[src/rtl/qpi_pkg.sv]
// Shared types and constants for the quintic position interpolator.
// No dependencies; imported by qpi_engine and the core top level.
package qpi_pkg;

    // default widths, handed down as module parameters
    localparam int POSITION_BITS_DEF = 12;
    localparam int TICK_BITS_DEF     = 10;
    localparam int FRACTION_BITS_DEF = 16;

    // motion length after reset
    localparam int MOTION_LEN_RESET = 100;

    // fraction bits of the internal blend arithmetic
    localparam int INT_FRAC = 32;

    // command carried in tuser
    typedef enum logic [1:0] {
        CMD_LOAD  = 2'd0,
        CMD_TICK  = 2'd1,
        CMD_ABORT = 2'd2,
        CMD_NOP   = 2'd3
    } t_cmd;

    // engine status back to the sequencer
    typedef struct packed {
        logic busy;
        logic done;
    } t_eng_status;

endpackage

[src/rtl/qpi_engine.sv]
// Bit-serial arithmetic engine: ratio division, powers r^2..r^5, blend, scaling, rounding.
// Depends on qpi_pkg.
module qpi_engine
    import qpi_pkg::*;
#(
    parameter int POSITION_BITS = POSITION_BITS_DEF,
    parameter int TICK_BITS     = TICK_BITS_DEF,
    parameter int FRACTION_BITS = FRACTION_BITS_DEF
) (
    input  logic                     i_clk,
    input  logic                     i_rst_n,
    input  logic                     i_start,
    input  logic [TICK_BITS-1:0]     i_tick_num,
    input  logic [TICK_BITS-1:0]     i_total,
    input  logic [POSITION_BITS-1:0] i_origin,
    input  logic [POSITION_BITS:0]   i_delta,
    output t_eng_status              o_status,
    output logic [POSITION_BITS-1:0] o_target
);

    localparam int QW        = INT_FRAC;
    localparam int RSHIFT    = QW - FRACTION_BITS;
    localparam int BW        = QW + 6;           // signed blend accumulator
    localparam int CW        = QW + 1;           // clamped blend, [0, 1]
    localparam int HW        = CW + 2;           // product high part, signed
    localparam int DW        = POSITION_BITS + 1;
    localparam int SW        = HW + DW + 1;
    localparam int UW        = SW - QW;
    localparam int STEPS_A   = (FRACTION_BITS > QW) ? FRACTION_BITS : QW;
    localparam int STEPS_MAX = (DW > STEPS_A) ? DW : STEPS_A;
    localparam int CNT_W     = $clog2(STEPS_MAX);
    localparam int BLEND_STEPS = 6;

    typedef enum logic [7:0] {
        E_IDLE  = 8'b0000_0001,
        E_DIV   = 8'b0000_0010,
        E_MUL   = 8'b0000_0100,
        E_BLEND = 8'b0000_1000,
        E_CLAMP = 8'b0001_0000,
        E_SCALE = 8'b0010_0000,
        E_SUM   = 8'b0100_0000,
        E_FIN   = 8'b1000_0000
    } t_estate;

    t_estate                   r_state, n_state;
    logic                      r_done, n_done;
    logic [CNT_W-1:0]          r_cnt, n_cnt;
    logic [1:0]                r_pass, n_pass;
    logic [TICK_BITS-1:0]      r_total, n_total;
    logic [TICK_BITS-1:0]      r_rem, n_rem;
    logic [FRACTION_BITS-1:0]  r_quot, n_quot;
    logic [QW-1:0]             r_rpow, n_rpow;
    logic [QW-1:0]             r_mplier, n_mplier;
    logic [QW-1:0]             r_mcand, n_mcand;
    logic [QW-1:0]             r_hi, n_hi;
    logic [QW-1:0]             r_p3, n_p3;
    logic [QW-1:0]             r_p4, n_p4;
    logic signed [BW-1:0]      r_acc, n_acc;
    logic [CW-1:0]             r_blend, n_blend;
    logic [POSITION_BITS-1:0]  r_origin, n_origin;
    logic [DW-1:0]             r_dshift, n_dshift;
    logic signed [HW-1:0]      r_phi, n_phi;
    logic [DW-1:0]             r_plo, n_plo;
    logic signed [SW-1:0]      r_sum, n_sum;
    logic [POSITION_BITS-1:0]  r_result, n_result;

    // datapath slices
    logic [TICK_BITS:0]        rem2;
    logic                      rem_ge;
    logic [TICK_BITS:0]        rem_sub;
    logic [QW:0]               msum;
    logic signed [BW-1:0]      p3e, p4e, p5e, term;
    logic [CW-1:0]             clamped;
    logic signed [HW:0]        bext, addend, ssum;
    logic signed [SW-1:0]      prod_ext, origin_ext, half;
    logic [UW-1:0]             upper;
    logic [POSITION_BITS-1:0]  rounded;
    logic [QW-1:0]             quot_wide;

    always_comb begin
        // restoring division, one quotient bit per cycle
        rem2    = {r_rem, 1'b0};
        rem_ge  = (rem2 >= {1'b0, r_total});
        rem_sub = rem2 - {1'b0, r_total};

        // shift-add multiply, high half only
        msum = {1'b0, r_hi} + (r_mplier[0] ? {1'b0, r_mcand} : {(QW+1){1'b0}});

        // blend terms: +10 p3, -15 p4, +6 p5
        p3e = $signed({{(BW-QW){1'b0}}, r_p3});
        p4e = $signed({{(BW-QW){1'b0}}, r_p4});
        p5e = $signed({{(BW-QW){1'b0}}, r_mcand});
        unique case (r_cnt)
            CNT_W'(0): term = p3e <<< 3;
            CNT_W'(1): term = p3e <<< 1;
            CNT_W'(2): term = -(p4e <<< 4);
            CNT_W'(3): term = p4e;
            CNT_W'(4): term = p5e <<< 2;
            CNT_W'(5): term = p5e <<< 1;
            default:   term = '0;
        endcase

        if (r_acc < 0) begin
            clamped = '0;
        end else if (r_acc > $signed(BW'(1) << QW)) begin
            clamped = CW'(1) << QW;
        end else begin
            clamped = r_acc[CW-1:0];
        end

        // signed serial multiply over delta bits, MSB weighs negative
        bext = $signed({3'b000, r_blend});
        if (!r_dshift[0]) begin
            addend = '0;
        end else if (r_cnt == CNT_W'(DW-1)) begin
            addend = -bext;
        end else begin
            addend = bext;
        end
        ssum = {r_phi[HW-1], r_phi} + addend;

        prod_ext   = $signed({r_phi[HW-1], r_phi, r_plo});
        origin_ext = $signed({{(SW-POSITION_BITS-QW){1'b0}}, r_origin, {QW{1'b0}}});
        half       = $signed(SW'(1) << (QW-1));

        upper = r_sum[SW-1:QW];
        if (r_sum[SW-1]) begin
            rounded = '0;
        end else if (upper > UW'({POSITION_BITS{1'b1}})) begin
            rounded = '1;
        end else begin
            rounded = upper[POSITION_BITS-1:0];
        end

        quot_wide = QW'({r_quot[FRACTION_BITS-2:0], rem_ge}) << RSHIFT;
    end

    always_comb begin
        n_state  = r_state;
        n_done   = 1'b0;
        n_cnt    = r_cnt;
        n_pass   = r_pass;
        n_total  = r_total;
        n_rem    = r_rem;
        n_quot   = r_quot;
        n_rpow   = r_rpow;
        n_mplier = r_mplier;
        n_mcand  = r_mcand;
        n_hi     = r_hi;
        n_p3     = r_p3;
        n_p4     = r_p4;
        n_acc    = r_acc;
        n_blend  = r_blend;
        n_origin = r_origin;
        n_dshift = r_dshift;
        n_phi    = r_phi;
        n_plo    = r_plo;
        n_sum    = r_sum;
        n_result = r_result;

        unique case (r_state)
            E_IDLE: begin
                if (i_start) begin
                    n_total  = i_total;
                    n_rem    = i_tick_num;
                    n_origin = i_origin;
                    n_dshift = i_delta;
                    n_cnt    = '0;
                    n_state  = E_DIV;
                end
            end
            E_DIV: begin
                n_rem  = rem_ge ? rem_sub[TICK_BITS-1:0] : rem2[TICK_BITS-1:0];
                n_quot = {r_quot[FRACTION_BITS-2:0], rem_ge};
                n_cnt  = r_cnt + 1'b1;
                if (r_cnt == CNT_W'(FRACTION_BITS-1)) begin
                    n_rpow   = quot_wide;
                    n_mcand  = quot_wide;
                    n_mplier = quot_wide;
                    n_hi     = '0;
                    n_cnt    = '0;
                    n_pass   = '0;
                    n_state  = E_MUL;
                end
            end
            E_MUL: begin
                n_hi     = msum[QW:1];
                n_mplier = r_mplier >> 1;
                n_cnt    = r_cnt + 1'b1;
                if (r_cnt == CNT_W'(QW-1)) begin
                    n_mcand  = msum[QW:1];
                    n_hi     = '0;
                    n_mplier = r_rpow;
                    n_cnt    = '0;
                    n_pass   = r_pass + 1'b1;
                    if (r_pass == 2'd1) begin
                        n_p3 = msum[QW:1];
                    end
                    if (r_pass == 2'd2) begin
                        n_p4 = msum[QW:1];
                    end
                    if (r_pass == 2'd3) begin
                        n_acc   = '0;
                        n_state = E_BLEND;
                    end
                end
            end
            E_BLEND: begin
                n_acc = r_acc + term;
                n_cnt = r_cnt + 1'b1;
                if (r_cnt == CNT_W'(BLEND_STEPS-1)) begin
                    n_state = E_CLAMP;
                end
            end
            E_CLAMP: begin
                n_blend = clamped;
                n_phi   = '0;
                n_plo   = '0;
                n_cnt   = '0;
                n_state = E_SCALE;
            end
            E_SCALE: begin
                n_phi    = ssum[HW:1];
                n_plo    = {ssum[0], r_plo[DW-1:1]};
                n_dshift = r_dshift >> 1;
                n_cnt    = r_cnt + 1'b1;
                if (r_cnt == CNT_W'(DW-1)) begin
                    n_state = E_SUM;
                end
            end
            E_SUM: begin
                n_sum   = origin_ext + prod_ext + half;
                n_state = E_FIN;
            end
            E_FIN: begin
                n_result = rounded;
                n_done   = 1'b1;
                n_state  = E_IDLE;
            end
            default: begin
                n_state = E_IDLE;
            end
        endcase
    end

    always_ff @(posedge i_clk) begin
        if (!i_rst_n) begin
            r_state <= E_IDLE;
            r_done  <= 1'b0;
        end else begin
            r_state <= n_state;
            r_done  <= n_done;
        end
    end

    always_ff @(posedge i_clk) begin
        r_cnt    <= n_cnt;
        r_pass   <= n_pass;
        r_total  <= n_total;
        r_rem    <= n_rem;
        r_quot   <= n_quot;
        r_rpow   <= n_rpow;
        r_mplier <= n_mplier;
        r_mcand  <= n_mcand;
        r_hi     <= n_hi;
        r_p3     <= n_p3;
        r_p4     <= n_p4;
        r_acc    <= n_acc;
        r_blend  <= n_blend;
        r_origin <= n_origin;
        r_dshift <= n_dshift;
        r_phi    <= n_phi;
        r_plo    <= n_plo;
        r_sum    <= n_sum;
        r_result <= n_result;
    end

    assign o_status.busy = (r_state != E_IDLE);
    assign o_status.done = r_done;
    assign o_target      = r_result;

endmodule

[src/rtl/quintic_position_interpolator_core.sv]
// Top level of the quintic position interpolator: stream ports, motion state, output register.
// Depends on qpi_pkg and qpi_engine.
// Load, abort and no-op items are handled without leaving S_IDLE; a final tick goes from
// the pending register through S_HOLD into the output register. An interpolated tick is
// computed by the bit-serial engine: one quotient bit a cycle, four shift-add multiplies for
// r^2..r^5, a blend and clamp, then a serial scale by the travel. The input reopens once the
// result moves into the output register, which waits while m_axis_tready holds it off.
// Reset (synchronous, active low) disarms, clears position state, sets the motion length to 100.
module quintic_position_interpolator_core
    import qpi_pkg::*;
#(
    parameter int POSITION_BITS = POSITION_BITS_DEF,
    parameter int TICK_BITS     = TICK_BITS_DEF,
    parameter int FRACTION_BITS = FRACTION_BITS_DEF,
    localparam int IN_W         = ((2*POSITION_BITS + 7) / 8) * 8,
    localparam int OUT_W        = ((POSITION_BITS + TICK_BITS + 7) / 8) * 8
) (
    input  logic                        i_clk,
    input  logic                        i_rst_n,
    // input items
    input  logic                        s_axis_tvalid,
    output logic                        s_axis_tready,
    input  logic [IN_W-1:0]             s_axis_tdata,   // start_position, goal_position, zero pad
    input  logic [1:0]                  s_axis_tuser,   // cmd
    // result items
    output logic                        m_axis_tvalid,
    input  logic                        m_axis_tready,
    output logic [OUT_W-1:0]            m_axis_tdata,   // target_position, tick_index, zero pad
    output logic                        m_axis_tlast,   // last
    // motion length register
    input  logic                        i_cfg_wen,
    input  logic [TICK_BITS-1:0]        i_cfg_wdata
);

    // S_RUN: engine busy on an interpolated tick. S_HOLD: result ready, waiting
    // for the output register to free up.
    typedef enum logic [2:0] {
        S_IDLE = 3'b001,
        S_RUN  = 3'b010,
        S_HOLD = 3'b100
    } t_state;

    t_state                     r_state, n_state;
    logic                       r_armed, n_armed;
    logic [TICK_BITS-1:0]       r_total, n_total;
    logic [POSITION_BITS-1:0]   r_origin, n_origin;
    logic [POSITION_BITS:0]     r_delta, n_delta;       // goal minus start, two's complement
    logic [TICK_BITS-1:0]       r_tick_count, n_tick_count;
    logic [POSITION_BITS-1:0]   r_pend_target, n_pend_target;
    logic [TICK_BITS-1:0]       r_pend_index, n_pend_index;
    logic                       r_pend_last, n_pend_last;
    logic                       r_out_valid, n_out_valid;
    logic [POSITION_BITS-1:0]   r_out_target, n_out_target;
    logic [TICK_BITS-1:0]       r_out_index, n_out_index;
    logic                       r_out_last, n_out_last;

    t_cmd                       cmd;
    logic [POSITION_BITS-1:0]   start_pos, goal_in;
    logic [TICK_BITS-1:0]       total_eff;
    logic [TICK_BITS:0]         tick_next;
    logic                       is_last;
    logic [POSITION_BITS-1:0]   goal_pos;
    logic                       accept;
    logic                       eng_start;
    t_eng_status                eng_status;
    logic [POSITION_BITS-1:0]   eng_target;

    assign cmd       = t_cmd'(s_axis_tuser);
    assign start_pos = s_axis_tdata[POSITION_BITS-1:0];
    assign goal_in   = s_axis_tdata[2*POSITION_BITS-1:POSITION_BITS];

    // zero total behaves as one: the first tick is also the last
    assign total_eff = (r_total == '0) ? TICK_BITS'(1) : r_total;
    assign tick_next = {1'b0, r_tick_count} + 1'b1;
    assign is_last   = (tick_next >= {1'b0, total_eff});
    // final tick lands exactly on the goal
    assign goal_pos  = r_origin + r_delta[POSITION_BITS-1:0];

    assign s_axis_tready = (r_state == S_IDLE);
    assign accept        = s_axis_tvalid && s_axis_tready;

    always_comb begin
        n_state       = r_state;
        n_armed       = r_armed;
        n_total       = r_total;
        n_origin      = r_origin;
        n_delta       = r_delta;
        n_tick_count  = r_tick_count;
        n_pend_target = r_pend_target;
        n_pend_index  = r_pend_index;
        n_pend_last   = r_pend_last;
        n_out_valid   = r_out_valid && !m_axis_tready;
        n_out_target  = r_out_target;
        n_out_index   = r_out_index;
        n_out_last    = r_out_last;
        eng_start     = 1'b0;

        if (i_cfg_wen) begin
            n_total = i_cfg_wdata;
        end

        unique case (r_state)
            S_IDLE: begin
                if (accept) begin
                    unique case (cmd)
                        CMD_LOAD: begin
                            n_origin     = start_pos;
                            n_delta      = {1'b0, goal_in} - {1'b0, start_pos};
                            n_tick_count = '0;
                            n_armed      = 1'b1;
                        end
                        CMD_TICK: begin
                            if (r_armed) begin
                                n_tick_count = tick_next[TICK_BITS-1:0];
                                n_pend_index = tick_next[TICK_BITS-1:0];
                                if (is_last) begin
                                    n_pend_target = goal_pos;
                                    n_pend_last   = 1'b1;
                                    n_armed       = 1'b0;
                                    n_state       = S_HOLD;
                                end else begin
                                    n_pend_last = 1'b0;
                                    eng_start   = 1'b1;
                                    n_state     = S_RUN;
                                end
                            end
                        end
                        CMD_ABORT: begin
                            n_armed = 1'b0;
                        end
                        CMD_NOP: begin
                        end
                        default: begin
                        end
                    endcase
                end
            end
            S_RUN: begin
                if (eng_status.done) begin
                    n_pend_target = eng_target;
                    n_state       = S_HOLD;
                end
            end
            S_HOLD: begin
                if (!r_out_valid || m_axis_tready) begin
                    n_out_valid  = 1'b1;
                    n_out_target = r_pend_target;
                    n_out_index  = r_pend_index;
                    n_out_last   = r_pend_last;
                    n_state      = S_IDLE;
                end
            end
            default: begin
                n_state = S_IDLE;
            end
        endcase
    end

    always_ff @(posedge i_clk) begin
        if (!i_rst_n) begin
            r_state      <= S_IDLE;
            r_armed      <= 1'b0;
            r_total      <= TICK_BITS'(MOTION_LEN_RESET);
            r_origin     <= '0;
            r_delta      <= '0;
            r_tick_count <= '0;
            r_out_valid  <= 1'b0;
        end else begin
            r_state      <= n_state;
            r_armed      <= n_armed;
            r_total      <= n_total;
            r_origin     <= n_origin;
            r_delta      <= n_delta;
            r_tick_count <= n_tick_count;
            r_out_valid  <= n_out_valid;
        end
    end

    always_ff @(posedge i_clk) begin
        r_pend_target <= n_pend_target;
        r_pend_index  <= n_pend_index;
        r_pend_last   <= n_pend_last;
        r_out_target  <= n_out_target;
        r_out_index   <= n_out_index;
        r_out_last    <= n_out_last;
    end

    qpi_engine #(
        .POSITION_BITS (POSITION_BITS),
        .TICK_BITS     (TICK_BITS),
        .FRACTION_BITS (FRACTION_BITS)
    ) u_engine (
        .i_clk      (i_clk),
        .i_rst_n    (i_rst_n),
        .i_start    (eng_start),
        .i_tick_num (tick_next[TICK_BITS-1:0]),
        .i_total    (total_eff),
        .i_origin   (r_origin),
        .i_delta    (r_delta),
        .o_status   (eng_status),
        .o_target   (eng_target)
    );

    assign m_axis_tvalid = r_out_valid;
    assign m_axis_tlast  = r_out_last;
    assign m_axis_tdata  = OUT_W'({r_out_index, r_out_target});

    // nothing disarms the motion while the engine works on a tick
    a_run_armed: assert property (@(posedge i_clk) disable iff (!i_rst_n)
        r_state == S_RUN |-> r_armed)
        else $error("motion disarmed during interpolation");

    a_done_in_run: assert property (@(posedge i_clk) disable iff (!i_rst_n)
        eng_status.done |-> r_state == S_RUN)
        else $error("engine finished outside of a running tick");

    a_run_engine: assert property (@(posedge i_clk) disable iff (!i_rst_n)
        r_state == S_RUN |-> (eng_status.busy || eng_status.done))
        else $error("waiting on an idle engine");

    a_out_from_hold: assert property (@(posedge i_clk) disable iff (!i_rst_n)
        $rose(r_out_valid) |-> $past(r_state == S_HOLD))
        else $error("output loaded without a pending result");

endmodule

[config.mk]
export PLATFORM = sky130hd
export DESIGN_NAME = quintic_position_interpolator_core
export DESIGN_NICKNAME = d
export VERILOG_FILES = /design/src/rtl/qpi_pkg.sv /design/src/rtl/qpi_engine.sv /design/src/rtl/quintic_position_interpolator_core.sv
export SDC_FILE = /design/constraint.sdc
export NUM_CORES = 1
export LEC_CHECK = 0
export BUFFER_PORTS_ARGS = -buffer_cell sky130_fd_sc_hd__buf_2
export CORE_ASPECT_RATIO = 1.2
export CORE_UTILIZATION = 60
export DETAILED_ROUTE_END_ITERATION = 6
export PLACE_DENSITY = 0.77
export SKIP_CTS_REPAIR_TIMING = 1
export SYNTH_ARGS = -nofsm -noshare
export SYNTH_HDL_FRONTEND = slang
export SYNTH_SLANG_ARGS = --single-unit
[constraint.sdc]
create_clock -name i_clk -period 6.45 [get_ports i_clk]
set_input_delay 0.9675 -clock i_clk [delete_from_list [all_inputs] [get_ports i_clk]]
set_output_delay 0.9675 -clock i_clk [all_outputs]
set_load 0.02 [all_outputs]
==> impl_metrics.toml <==
[yosys]
synth_edf_count = 424
async_flop_share_pct = 0
seq_area_frac_synth_pct = 50.1
yosys_warnings = 0
syn_inst = 2645
synth_top_cell_by_area = "edfxtp_1"
ys_types = 84
ys.flop_type = "edfxtp_1"
postSynthAreaPerCell_um2 = 10.5
synth_area_um2 = 27800
ys_ff_latch = 483
synth_area_leaders = "edfxtp_1 (46%), ha_1 (7.8%), dfxtp_1 (4.3%)"
yosysTopAreaCellShare_pct = 45.9

[global_route]
antenna_found_initial = 0
grtUsageTotal_pct = 26.6
grt_overflow = 0
grt_pass1_wl_um = 100000
grt_max_degree = 62
grt_pass1_vias = 20000

[timing]
finalCriticalPeriod_ps = 5080
drv_slew = 0
finalClockSkew_ps = 38.0
relSlewSlack_pct = 21.4
worst_pin_slew_ps = 1180
setup_viol = 0
setup-tns-final_ps = 0
max_freq_mhz = 197
fin_crit_sh_pct = 78.7
rsz0062_at_grt = "false"
hold_viol = 0

[setup_path]
path_depth = 14
slowest_stage = "and2_1"
path_class = "flip-flop to flip-flop"
slowest_delay_ps = 980
crit_required_ps = 6800
r2r_cells = 14
crit_top_cell = "o211ai_1"
worstPathCellList = "nor3_1 -> and2_1 -> a22oi_1 -> o211ai_1 -> ha_1 -> a21oi_1 -> o211ai_1 -> a221oi_2 -> a211oi_1 -> o31ai_1 -> o21ai_1 -> a221oi_1 -> xor2_1 -> nor2_1"
worst_setup_path_end_kind = "flip-flop"
path_delay_family = "compound AO/OA/AOI/OAI gates"
r2r_setup_slack_ps = 1370
crit_buf_inv = 0
cp_max_fo = 32
critPathArrivalTime_ps = 5420
cp-start-kind = "flip-flop"

[power]
cellPowerDensity_nw_per_um2 = 276
ir_drop_uv = 255
report.power.total_uw = 8350
p_leak_uw = 0.0123

[floorplanning]
die_height_um = 238
initial_utilization_pct = 61.4
die-area_um2 = 47100
boundaryPins = 68
dieWidth_um = 198
row_count = 85
coreArea_um2 = 45200

[clock_tree]
clock_latency_ps = 610
clk_pin_slew_ps = 70
cts_buffer_depth = 3
cts_tree = "yes"
htreeDepth = 2
cts.sinks = 483
cts_inserted_buffers = 48
cts-root-buf = "clkbuf_16"

[worst_hold_path]
min_path_cells = 0
worstHoldPathType = "flip-flop to flip-flop"

[route]
drtIter0Drc = 1616
vias_per_cell = 6.09
ant_nets = 0
dr_total_vias = 20200
wirelength_um = 62200
dr.pass1.iters = 7
wl_per_cell_um = 18.8
drc = 13

[cells_and_area]
mostFrequentLayoutCell = "edfxtp_1"
drive_gt1_share_pct = 7.57
multiInputGateArea_um2 = 13000
layout.area.seq_um2 = 13900
layout_common_cells = "edfxtp_1 (424), nor2_1 (278), nand2_1 (186), ha_1 (173), a21oi_1 (169)"
nNetsFinal = 2893
antennaDiodeCount = 0
area_delta_synth_final_pct = 8.85
fillCellCount = 3365

[outcome]
outcome = "finished, violations left"
violations = "design-rule violations"

[place]
dpl.hpwl_um = 45500
port_buffers = 65
gp_congestion = 0.916

[run]
cap_violations = 0
## cells by family after synthesis
family | Yosys count | share of synthesized area, %
compound gates | 618 | 14.9
xor+xnor | 190 | 6.00
fa+ha+maj | 180 | 8.30
buf+inv | 240 | 3.27
flops | 483 | 50.1
mux | 39 | 1.47
other cells | 1 | 0.0135
simple gates | 894 | 15.9
## cells in the mapped netlist, types with 10 or more instances
cell and n:
a21oi_1 170, edfxtp_1 424, nor2b_1 27, o211ai_1 39, dfxtp_1 59, o21ai_0 105, o21a_1 15, inv_1 125
a21boi_0 11, a222oi_1 35, and2_1 92, a21o_1 62, nand3_1 50, mux2_2 13, xor2_1 88, a22oi_1 35
nor3_1 47, or3_1 25, nor4_1 23, nor2_1 279, xnor2_1 102, o21bai_1 11, a31oi_1 19, buf_1 10
a211oi_1 15, clkbuf_1 102, nand4_1 27, nand2b_1 28, mux2i_1 26, and3_1 59, o21ai_1 12, o31ai_1 16
nand2_1 187, ha_1 173
## through the flow
step / instances / hold slack (ps) / area, um^2 / util (%) / worst slack (ps)
floorplan: 2646 / 400 / 27800 / - / 1710
global placement: 3231 / 401 / 28700 / 63.4 / 1580
detailed placement: 3231 / 406 / 28700 / 63.4 / 1450
CTS: 3317 / 421 / 30200 / 66.8 / 1460
global route: 3317 / 424 / 30200 / 66.8 / 1040
finish: 3317 / 421 / 30200 / 66.8 / 1370
## cell type report
type                       instances  area share, %
inverter                         126           1.57
sequential                       483           46.1
clock buffer                      56           4.08
tap                              609           2.52
clock inverter                    30           1.06
timing repair buffer              90           1.70
multi-input combinational       1923           43.0
## final timing paths
kind	startpoint	endpoint
worst max-delay path	u_engine.r_cnt[4]	u_engine.r_acc[30]
worst min-delay path	r_pend_index[0]	r_out_index[0]
worst max register to register	u_engine.r_cnt[4]	u_engine.r_acc[30]
worst min register to register	r_pend_index[0]	r_out_index[0]
## routing by layer
layer / routed length, um / share of wire, % / global-route usage, % / vias to the layer above
li1: - / - / - / 9840
met1: 25900 / 42 / 33.5 / 9551
met2: 31000 / 50 / 46.0 / 650
met3: 3150 / 5.1 / 3.23 / 150
met4: 2190 / 3.5 / 11.0 / 0
met5: 0 / 0 / 0 / -
## registers in the layout, summed over array words and instances (netlist names), 12 cells and up
register           count
r_origin              12
r_out_target          12
u_engine.r_acc        38
u_engine.r_mplier     32
u_engine.r_sum        17
r_pend_target         12
u_engine.r_blend      33
u_engine.r_origin     12
u_engine.r_p4         32
u_engine.r_hi         32
u_engine.r_dshift     13
u_engine.r_quot       15
r_delta               13
u_engine.r_p3         32
u_engine.r_rpow       16
u_engine.r_mcand      32
u_engine.o_target     12
u_engine.r_phi        35
## power breakdown
part / switching, uW / leakage (uW) / internal, uW
registers: 133 / 0.00468 / 3620
clock network: 1200 / 0.000749 / 1580
logic: 1130 / 0.00685 / 689
total: 2460 / 0.0123 / 5880
(Power assumes the default switching activity.)
